<file path="src/pat_pkg.sv">
// ----------------------------------------------------------------------------
// pat_pkg
// Types, constants and microcode shared by the point affine transform block.
// ----------------------------------------------------------------------------
package pat_pkg;

    typedef logic signed [31:0] coord_t;
    typedef coord_t [2:0]       coord3_t;
    typedef logic signed [31:0] coef_t;
    typedef coef_t [8:0]        mat_t;

    localparam logic [31:0] PI_Q30      = 32'd3373259426;
    localparam coef_t       ONE_Q30     = 32'sd1073741824;
    localparam coord_t      SCALE_RESET = 32'sd65536;
    localparam logic [3:0]  LAST_STEP   = 4'd13;

    typedef enum logic [2:0] {
        REG_OFFSET_X,
        REG_OFFSET_Y,
        REG_OFFSET_Z,
        REG_SCALE_X,
        REG_SCALE_Y,
        REG_SCALE_Z,
        REG_ROTATION
    } reg_index_t;

    typedef enum logic [3:0] {
        SQ_IDLE,
        SQ_LOAD,
        SQ_TH,
        SQ_TH2,
        SQ_INIT,
        SQ_ACC,
        SQ_DLOAD,
        SQ_DIV,
        SQ_STORE,
        SQ_MP,
        SQ_MR
    } seq_state_t;

    typedef enum logic [2:0] {
        OP_SX,
        OP_CX,
        OP_SY,
        OP_CY,
        OP_SZ,
        OP_CZ,
        OP_TMP
    } opnd_t;

    typedef enum logic [3:0] {
        D_M00,
        D_M01,
        D_M02,
        D_M10,
        D_M11,
        D_M12,
        D_M20,
        D_M21,
        D_M22,
        D_TMP
    } dest_t;

    typedef enum logic [1:0] {
        MO_SET,
        MO_NEG,
        MO_ADD,
        MO_SUB
    } mop_t;

    typedef struct packed {
        opnd_t a;
        opnd_t b;
        dest_t dest;
        mop_t  op;
    } ucode_t;

    typedef struct packed {
        logic [5:0]  sh;
        logic [31:0] magic;
    } recip_t;

    // matrix products, one per step
    function automatic ucode_t pat_ucode(input logic [3:0] step);
        ucode_t u;
        unique case (step)
            4'd0:    u = '{OP_CY,  OP_CZ, D_M00, MO_SET};
            4'd1:    u = '{OP_CY,  OP_SZ, D_M01, MO_NEG};
            4'd2:    u = '{OP_CX,  OP_SZ, D_M10, MO_SET};
            4'd3:    u = '{OP_SX,  OP_SY, D_TMP, MO_SET};
            4'd4:    u = '{OP_TMP, OP_CZ, D_M10, MO_SUB};
            4'd5:    u = '{OP_CX,  OP_CZ, D_M11, MO_SET};
            4'd6:    u = '{OP_TMP, OP_SZ, D_M11, MO_ADD};
            4'd7:    u = '{OP_SX,  OP_CY, D_M12, MO_NEG};
            4'd8:    u = '{OP_SX,  OP_SZ, D_M20, MO_SET};
            4'd9:    u = '{OP_CX,  OP_SY, D_TMP, MO_SET};
            4'd10:   u = '{OP_TMP, OP_CZ, D_M20, MO_ADD};
            4'd11:   u = '{OP_SX,  OP_CZ, D_M21, MO_SET};
            4'd12:   u = '{OP_TMP, OP_SZ, D_M21, MO_SUB};
            default: u = '{OP_CX,  OP_CY, D_M22, MO_SET};
        endcase
        return u;
    endfunction

    // taylor term divisors as reciprocal multiplier and shift, exact below 2^31
    function automatic recip_t pat_recip(input logic cos_phase, input logic [2:0] k);
        recip_t rc;
        if (cos_phase)
        begin
            unique case (k)
                3'd0:    rc = '{6'd32, 32'd2147483648};
                3'd1:    rc = '{6'd35, 32'd2863311531};
                3'd2:    rc = '{6'd36, 32'd2290649225};
                3'd3:    rc = '{6'd37, 32'd2454267027};
                default: rc = '{6'd38, 32'd3054198967};
            endcase
        end
        else
        begin
            unique case (k)
                3'd0:    rc = '{6'd34, 32'd2863311531};
                3'd1:    rc = '{6'd36, 32'd3435973837};
                3'd2:    rc = '{6'd37, 32'd3272356036};
                default: rc = '{6'd38, 32'd3817748708};
            endcase
        end
        return rc;
    endfunction

endpackage

</file>
<file path="src/pat_matrix.sv">
// ----------------------------------------------------------------------------
// pat_matrix
// Sequencer that forms sin/cos of the three angles by taylor series and
// composes the rotation matrix with one shared multiplier.
// ----------------------------------------------------------------------------
module pat_matrix #(
    parameter int ANGLE_BITS = 16
) (
    input  logic          clk,
    input  logic          rst_n,
    input  logic          start,
    input  logic [47:0]   angles,
    output logic          busy,
    output pat_pkg::mat_t matrix
);
    import pat_pkg::*;

    localparam logic [15:0] CODE_MASK = 16'hFFFF << (16 - ANGLE_BITS);

    seq_state_t  state_reg, state_next;
    logic [1:0]  axis_reg, axis_next;
    logic [3:0]  step_reg, step_next;
    logic [2:0]  k_reg, k_next;
    logic        cos_reg, cos_next;
    logic        fold_reg, fold_next;
    logic [1:0]  quad_reg, quad_next;
    logic [13:0] t_reg, t_next;
    logic [29:0] th_reg, th_next;
    logic [29:0] th2_reg, th2_next;
    logic [31:0] term_reg, term_next;
    coef_t       acc_reg, acc_next;
    coef_t       sn_reg, sn_next;
    logic [63:0] prod_reg, prod_next;
    logic        neg_reg, neg_next;
    coef_t       sx_reg, sx_next, cx_reg, cx_next;
    coef_t       sy_reg, sy_next, cy_reg, cy_next;
    coef_t       sz_reg, sz_next, cz_reg, cz_next;
    coef_t       tmp_reg, tmp_next;
    mat_t        m_reg, m_next;

    logic [31:0] mul_a, mul_b;
    logic [63:0] product;
    logic [15:0] code;
    logic [13:0] r;
    logic        fold_c;
    logic [29:0] th_c;
    coef_t       acc_sum;
    logic        last_term;
    recip_t      rc;
    coef_t       sv, cv, s_q, c_q;
    ucode_t      uc;
    coef_t       opa, opb, res;
    logic [63:0] rnd;

    function automatic coef_t pick(input opnd_t o, input coef_t sx, input coef_t cx,
                                   input coef_t sy, input coef_t cy, input coef_t sz,
                                   input coef_t cz, input coef_t tm);
        coef_t v;
        unique case (o)
            OP_SX:   v = sx;
            OP_CX:   v = cx;
            OP_SY:   v = sy;
            OP_CY:   v = cy;
            OP_SZ:   v = sz;
            OP_CZ:   v = cz;
            default: v = tm;
        endcase
        return v;
    endfunction

    assign product = mul_a * mul_b;
    assign busy    = (state_reg != SQ_IDLE);
    assign matrix  = m_reg;

    always_comb
    begin
        state_next = state_reg;
        axis_next  = axis_reg;
        step_next  = step_reg;
        k_next     = k_reg;
        cos_next   = cos_reg;
        fold_next  = fold_reg;
        quad_next  = quad_reg;
        t_next     = t_reg;
        th_next    = th_reg;
        th2_next   = th2_reg;
        term_next  = term_reg;
        acc_next   = acc_reg;
        sn_next    = sn_reg;
        prod_next  = prod_reg;
        neg_next   = neg_reg;
        sx_next    = sx_reg;
        cx_next    = cx_reg;
        sy_next    = sy_reg;
        cy_next    = cy_reg;
        sz_next    = sz_reg;
        cz_next    = cz_reg;
        tmp_next   = tmp_reg;
        m_next     = m_reg;
        mul_a      = term_reg;
        mul_b      = {2'b00, th2_reg};

        unique case (axis_reg)
            2'd0:    code = angles[15:0] & CODE_MASK;
            2'd1:    code = angles[31:16] & CODE_MASK;
            default: code = angles[47:32] & CODE_MASK;
        endcase
        r      = code[13:0];
        fold_c = (r > 14'd8192);
        th_c   = prod_reg[44:15];

        acc_sum   = k_reg[0] ? acc_reg - coef_t'(term_reg) : acc_reg + coef_t'(term_reg);
        last_term = cos_reg ? (k_reg == 3'd5) : (k_reg == 3'd4);

        rc = pat_recip(cos_reg, k_reg);

        sv = fold_reg ? acc_reg : sn_reg;
        cv = fold_reg ? sn_reg : acc_reg;
        unique case (quad_reg)
            2'd0:    begin s_q = sv;  c_q = cv;  end
            2'd1:    begin s_q = cv;  c_q = -sv; end
            2'd2:    begin s_q = -sv; c_q = -cv; end
            default: begin s_q = -cv; c_q = sv;  end
        endcase

        uc  = pat_ucode(step_reg);
        opa = pick(uc.a, sx_reg, cx_reg, sy_reg, cy_reg, sz_reg, cz_reg, tmp_reg);
        opb = pick(uc.b, sx_reg, cx_reg, sy_reg, cy_reg, sz_reg, cz_reg, tmp_reg);
        rnd = prod_reg + 64'd536870912;
        res = neg_reg ? -coef_t'(rnd[61:30]) : coef_t'(rnd[61:30]);

        unique case (state_reg)
            SQ_IDLE:
            begin
            end
            SQ_LOAD:
            begin
                quad_next  = code[15:14];
                fold_next  = fold_c;
                t_next     = fold_c ? 14'(15'd16384 - {1'b0, r}) : r;
                state_next = SQ_TH;
            end
            SQ_TH:
            begin
                mul_a      = {18'd0, t_reg};
                mul_b      = PI_Q30;
                prod_next  = product;
                state_next = SQ_TH2;
            end
            SQ_TH2:
            begin
                mul_a      = {2'b00, th_c};
                mul_b      = {2'b00, th_c};
                th_next    = th_c;
                prod_next  = product;
                state_next = SQ_INIT;
            end
            SQ_INIT:
            begin
                th2_next   = prod_reg[59:30];
                term_next  = {2'b00, th_reg};
                acc_next   = '0;
                k_next     = '0;
                cos_next   = 1'b0;
                state_next = SQ_ACC;
            end
            SQ_ACC:
            begin
                if (last_term)
                begin
                    if (!cos_reg)
                    begin
                        sn_next   = acc_sum;
                        acc_next  = '0;
                        term_next = 32'(ONE_Q30);
                        k_next    = '0;
                        cos_next  = 1'b1;
                    end
                    else
                    begin
                        acc_next   = acc_sum;
                        state_next = SQ_STORE;
                    end
                end
                else
                begin
                    acc_next   = acc_sum;
                    prod_next  = product;
                    state_next = SQ_DLOAD;
                end
            end
            SQ_DLOAD:
            begin
                mul_a      = prod_reg[61:30];
                mul_b      = rc.magic;
                prod_next  = product;
                state_next = SQ_DIV;
            end
            SQ_DIV:
            begin
                term_next  = 32'(prod_reg >> rc.sh);
                k_next     = k_reg + 3'd1;
                state_next = SQ_ACC;
            end
            SQ_STORE:
            begin
                unique case (axis_reg)
                    2'd0:    begin sx_next = s_q; cx_next = c_q; end
                    2'd1:    begin sy_next = s_q; cy_next = c_q; end
                    default: begin sz_next = s_q; cz_next = c_q; end
                endcase
                if (axis_reg == 2'd2)
                begin
                    step_next  = '0;
                    state_next = SQ_MP;
                end
                else
                begin
                    axis_next  = axis_reg + 2'd1;
                    state_next = SQ_LOAD;
                end
            end
            SQ_MP:
            begin
                mul_a      = opa[31] ? 32'(-opa) : 32'(opa);
                mul_b      = opb[31] ? 32'(-opb) : 32'(opb);
                prod_next  = product;
                neg_next   = opa[31] ^ opb[31];
                state_next = SQ_MR;
            end
            SQ_MR:
            begin
                if (uc.dest == D_TMP)
                begin
                    tmp_next = res;
                end
                else
                begin
                    unique case (uc.op)
                        MO_SET:  m_next[uc.dest] = res;
                        MO_NEG:  m_next[uc.dest] = -res;
                        MO_ADD:  m_next[uc.dest] = m_reg[uc.dest] + res;
                        default: m_next[uc.dest] = m_reg[uc.dest] - res;
                    endcase
                end
                if (step_reg == LAST_STEP)
                begin
                    m_next[D_M02] = -sy_reg;
                    state_next    = SQ_IDLE;
                end
                else
                begin
                    step_next  = step_reg + 4'd1;
                    state_next = SQ_MP;
                end
            end
            default:
            begin
                state_next = SQ_IDLE;
            end
        endcase

        if (start)
        begin
            axis_next  = '0;
            state_next = SQ_LOAD;
        end
    end

    always_ff @(posedge clk or negedge rst_n)
    begin
        if (!rst_n)
        begin
            state_reg <= SQ_IDLE;
            axis_reg  <= '0;
            step_reg  <= '0;
            k_reg     <= '0;
            cos_reg   <= 1'b0;
            m_reg     <= '{D_M00: ONE_Q30, D_M11: ONE_Q30, D_M22: ONE_Q30, default: '0};
        end
        else
        begin
            state_reg <= state_next;
            axis_reg  <= axis_next;
            step_reg  <= step_next;
            k_reg     <= k_next;
            cos_reg   <= cos_next;
            m_reg     <= m_next;
        end
    end

    always_ff @(posedge clk)
    begin
        fold_reg <= fold_next;
        quad_reg <= quad_next;
        t_reg    <= t_next;
        th_reg   <= th_next;
        th2_reg  <= th2_next;
        term_reg <= term_next;
        acc_reg  <= acc_next;
        sn_reg   <= sn_next;
        prod_reg <= prod_next;
        neg_reg  <= neg_next;
        sx_reg   <= sx_next;
        cx_reg   <= cx_next;
        sy_reg   <= sy_next;
        cy_reg   <= cy_next;
        sz_reg   <= sz_next;
        cz_reg   <= cz_next;
        tmp_reg  <= tmp_next;
    end

endmodule

</file>
<file path="config.mk">
export PLATFORM = sky130hd
export DESIGN_NAME = pat_matrix
export DESIGN_NICKNAME = d
export VERILOG_FILES = /design/src/pat_pkg.sv /design/src/pat_matrix.sv
export SDC_FILE = /design/constraint.sdc
export NUM_CORES = 2
export LEC_CHECK = 0
export BUFFER_PORTS_ARGS = -buffer_cell sky130_fd_sc_hd__buf_2
export CORE_MARGIN = 2
export CORE_UTILIZATION = 35
export CTS_CLUSTER_DIAMETER = 60
export DETAILED_ROUTE_END_ITERATION = 6
export SETUP_SLACK_MARGIN = 0.4
export SLEW_MARGIN = 20
export SYNTH_ARGS = -nofsm -noshare
export SYNTH_HDL_FRONTEND = slang
export SYNTH_SLANG_ARGS = --single-unit
</file>
<file path="constraint.sdc">
create_clock -name clk -period 16.4 [get_ports clk]
set_clock_uncertainty 0.2 [all_clocks]
set_input_delay 0.82 -clock clk [delete_from_list [all_inputs] [get_ports clk]]
set_output_delay 0.82 -clock clk [all_outputs]
set_load 0.02 [all_outputs]
</file>
==> flow_metrics.py <==
metrics = {
    "drt": {
        "wl_per_cell_um": 28.89,
        "wl_mm": 353.9,
        "drc": 3,
        "vias_per_cell": 5.850,
        "ant_nets": 0,
        "drt_iter0_markers": 8071,
        "num_vias": 71670,
        "firstDrtPassIters": 7,
    },
    "sta": {
        "rsz0062_at_grt": "no",
        "maxSlewHeadroom_pct": 13.75,
        "fin_tns_setup_ns": 0,
        "fmax_mhz": 67.96,
        "whs_ns": 0.2356,
        "finalCritPeriodShare_pct": 89.72,
        "finalHoldViolations": 0,
        "finalSetupViolCount": 0,
        "layout_min_cycle_time_ns": 14.71,
        "slew_viol_final": 0,
        "tightest_slew_ns": 1.288,
    },
    "critical_path": {
        "crit_top_cell": "fa_1",
        "worst-setup-path-type": "reg -> reg",
        "rr_worst_depth": 40,
        "worstPathArrival_ns": 15.01,
        "cp_data_required_time_ns": 16.69,
        "cpMaxStageDelayCell": "o41ai_1",
        "path_max_fanout": 25,
        "worst_setup_path_end_kind": "flip-flop",
        "startpoint_type": "flip-flop",
        "critPathMaxStageDelay_ns": 1.07,
    },
    "placed_design": {
        "globalplace.congestion": 1.020,
        "dp_hpwl_mm": 278.2,
        "port_buffers": 339,
    },
    "clock_tree": {
        "cts_buffer_depth": 3,
        "cts_tree": "done",
        "cts-htree-levels": 3,
        "cts_resized": 0,
        "clk_latency_ns": 0.76,
        "root_buffer": "clkbuf_16",
        "cts_buffers": 91,
        "path_clk_slew_ns": 0.06,
        "cts_sinks": 749,
    },
    "yosys": {
        "ys_types": 95,
        "synth_most_common_cell": "nand2_1",
        "synth_edf_count": 447,
        "syn-cell-area_um2": 81450,
        "syn-num-nets": 10310,
        "async_reset_ff_share_pct": 40.32,
        "synth_ff_type": "edfxtp_1",
        "ys_seq_area_share_pct": 25.76,
        "yosysTopAreaCellShare_pct": 22.07,
        "synthTopCellsByCount": "1115 x nand2_1, 1092 x inv_1, 990 x nor2_1",
        "netlist_top_cells_area": "fa_1 22%, edfxtp_1 16%, dfrtp_1 9.2%",
        "yosys.area.top_type": "fa_1",
        "synth_seq_cells": 749,
        "yosysWarnings": 0,
        "synth.avg_cell_area_um2": 9.071,
        "netlist_instances": 8979,
    },
    "worst_hold_path": {
        "worstHoldPathCells": 3,
        "hold_path.class": "in -> reg",
    },
    "global_routing": {
        "grt_pass1_vias": 71280,
        "grt_max_degree": 122,
        "overflow": 0,
        "antenna_found_initial": 16,
        "grt.total_usage_pct": 29.39,
        "grt_pass1_wl_mm": 508.2,
    },
    "floorplan": {
        "initial_utilization_pct": 35.09,
        "ioPinCount": 340,
        "dieArea_um2": 236600,
        "die_w_um": 486.4,
        "die_h_um": 486.4,
        "num_rows": 177,
        "core_um2": 232100,
    },
    "final_layout": {
        "largest_reg_flops": 288,
        "nets": 10460,
        "final_layout_size_suffix_gt1_share_pct": 11.52,
        "area_growth_pct": 11.05,
    },
    "outcome": {
        "violations": "design-rule violations",
        "outcome": "finished with violations",
    },
    "job": {
        "cap_viol_max_count": 0,
    },
}
layout make-up:
type,instances,area (um^2)
diodes,5,12.51
fillers,23220,141600
multi-input cells,6599,54840
repair buffers,588,3588
inverters,1102,4141
flip-flops and latches,749,20980
clock inverters,50,645.6
well taps,3043,3807
clock buffers,115,2429
placed cells by master (no fill, tap or decap), types with 246 or more instances in the layout:
cell	count
nand2_1	1114
inv_1	1091
nor2_1	979
fa_1	898
a21oi_1	493
edfxtp_1	447
ha_1	377
o21ai_0	359
buf_2	339
dfrtp_1	299
xnor2_1	261
buf_4	246
critical path: cells and delay by family (launching register included):
family	cells	cell delay, ns
xor gates and xnor gates	2	0.50
DFF	1	0.64
AOI/OAI and AO/OA	9	3.39
buffers and inverters	6	0.99
and+or+nand+nor	13	3.99
adders and majority gates	10	4.66
final timing paths:
kind / start / to / slack (ns)
worst min register to register: prod_reg[21] / th_reg[6] / 0.26
worst max register to register: step_reg[0] / prod_reg[60] / 1.69
worst min-delay path: angles[46] / quad_reg[0] / 0.24
worst max-delay path: step_reg[0] / prod_reg[60] / 1.69
min in group asynchronous: rst_n / matrix[243] / 0.50
max in group asynchronous: rst_n / state_reg[1] / 12.92
timing repair:
| action | CTS | global route |
|---|---|---|
| buffers inserted | 0 | 0 |
| hold buffers | 1 | 0 |
| endpoints found under the hold margin | 93 | 0 |
metal layers:
metal | GRT usage (%) | part of all wire [%] | routed length (um)
met5 | 0 | 0.025 | 90
met4 | 18.29 | 7.6 | 26980
met3 | 6.381 | 10 | 35510
met2 | 44.53 | 43 | 152700
met1 | 38.23 | 39 | 138600
per-stage QoR:
stage	utilization (%)	setup slack, ns	cell area, um^2	cells
after floorplan	-	4.562	81450	8979
after global placement	37.60	1.542	87270	12080
after detailed placement	37.62	2.094	87310	12080
after CTS	38.95	2.093	90400	12250
after global routing	38.97	1.258	90440	12250
final	38.97	1.686	90450	12250
cells by family (layout without fill, tap and decap cells):
family | count (synthesis) | after routing | share of synthesized area, %
adders and majority gates | 1275 | 1275 | 27.86
other | 0 | 5 | 0
xor gates and xnor gates | 385 | 385 | 4.149
and+or+nand+nor | 2855 | 2855 | 15.33
DFF | 749 | 749 | 25.76
muxes | 350 | 350 | 5.603
AOI/OAI and AO/OA | 1734 | 1734 | 13.72
buffers and inverters | 1631 | 1855 | 7.568
Power is left out: the tool's default activity adds up to more than one toggle a clock period on the data nets, which glitch-free logic cannot reach.
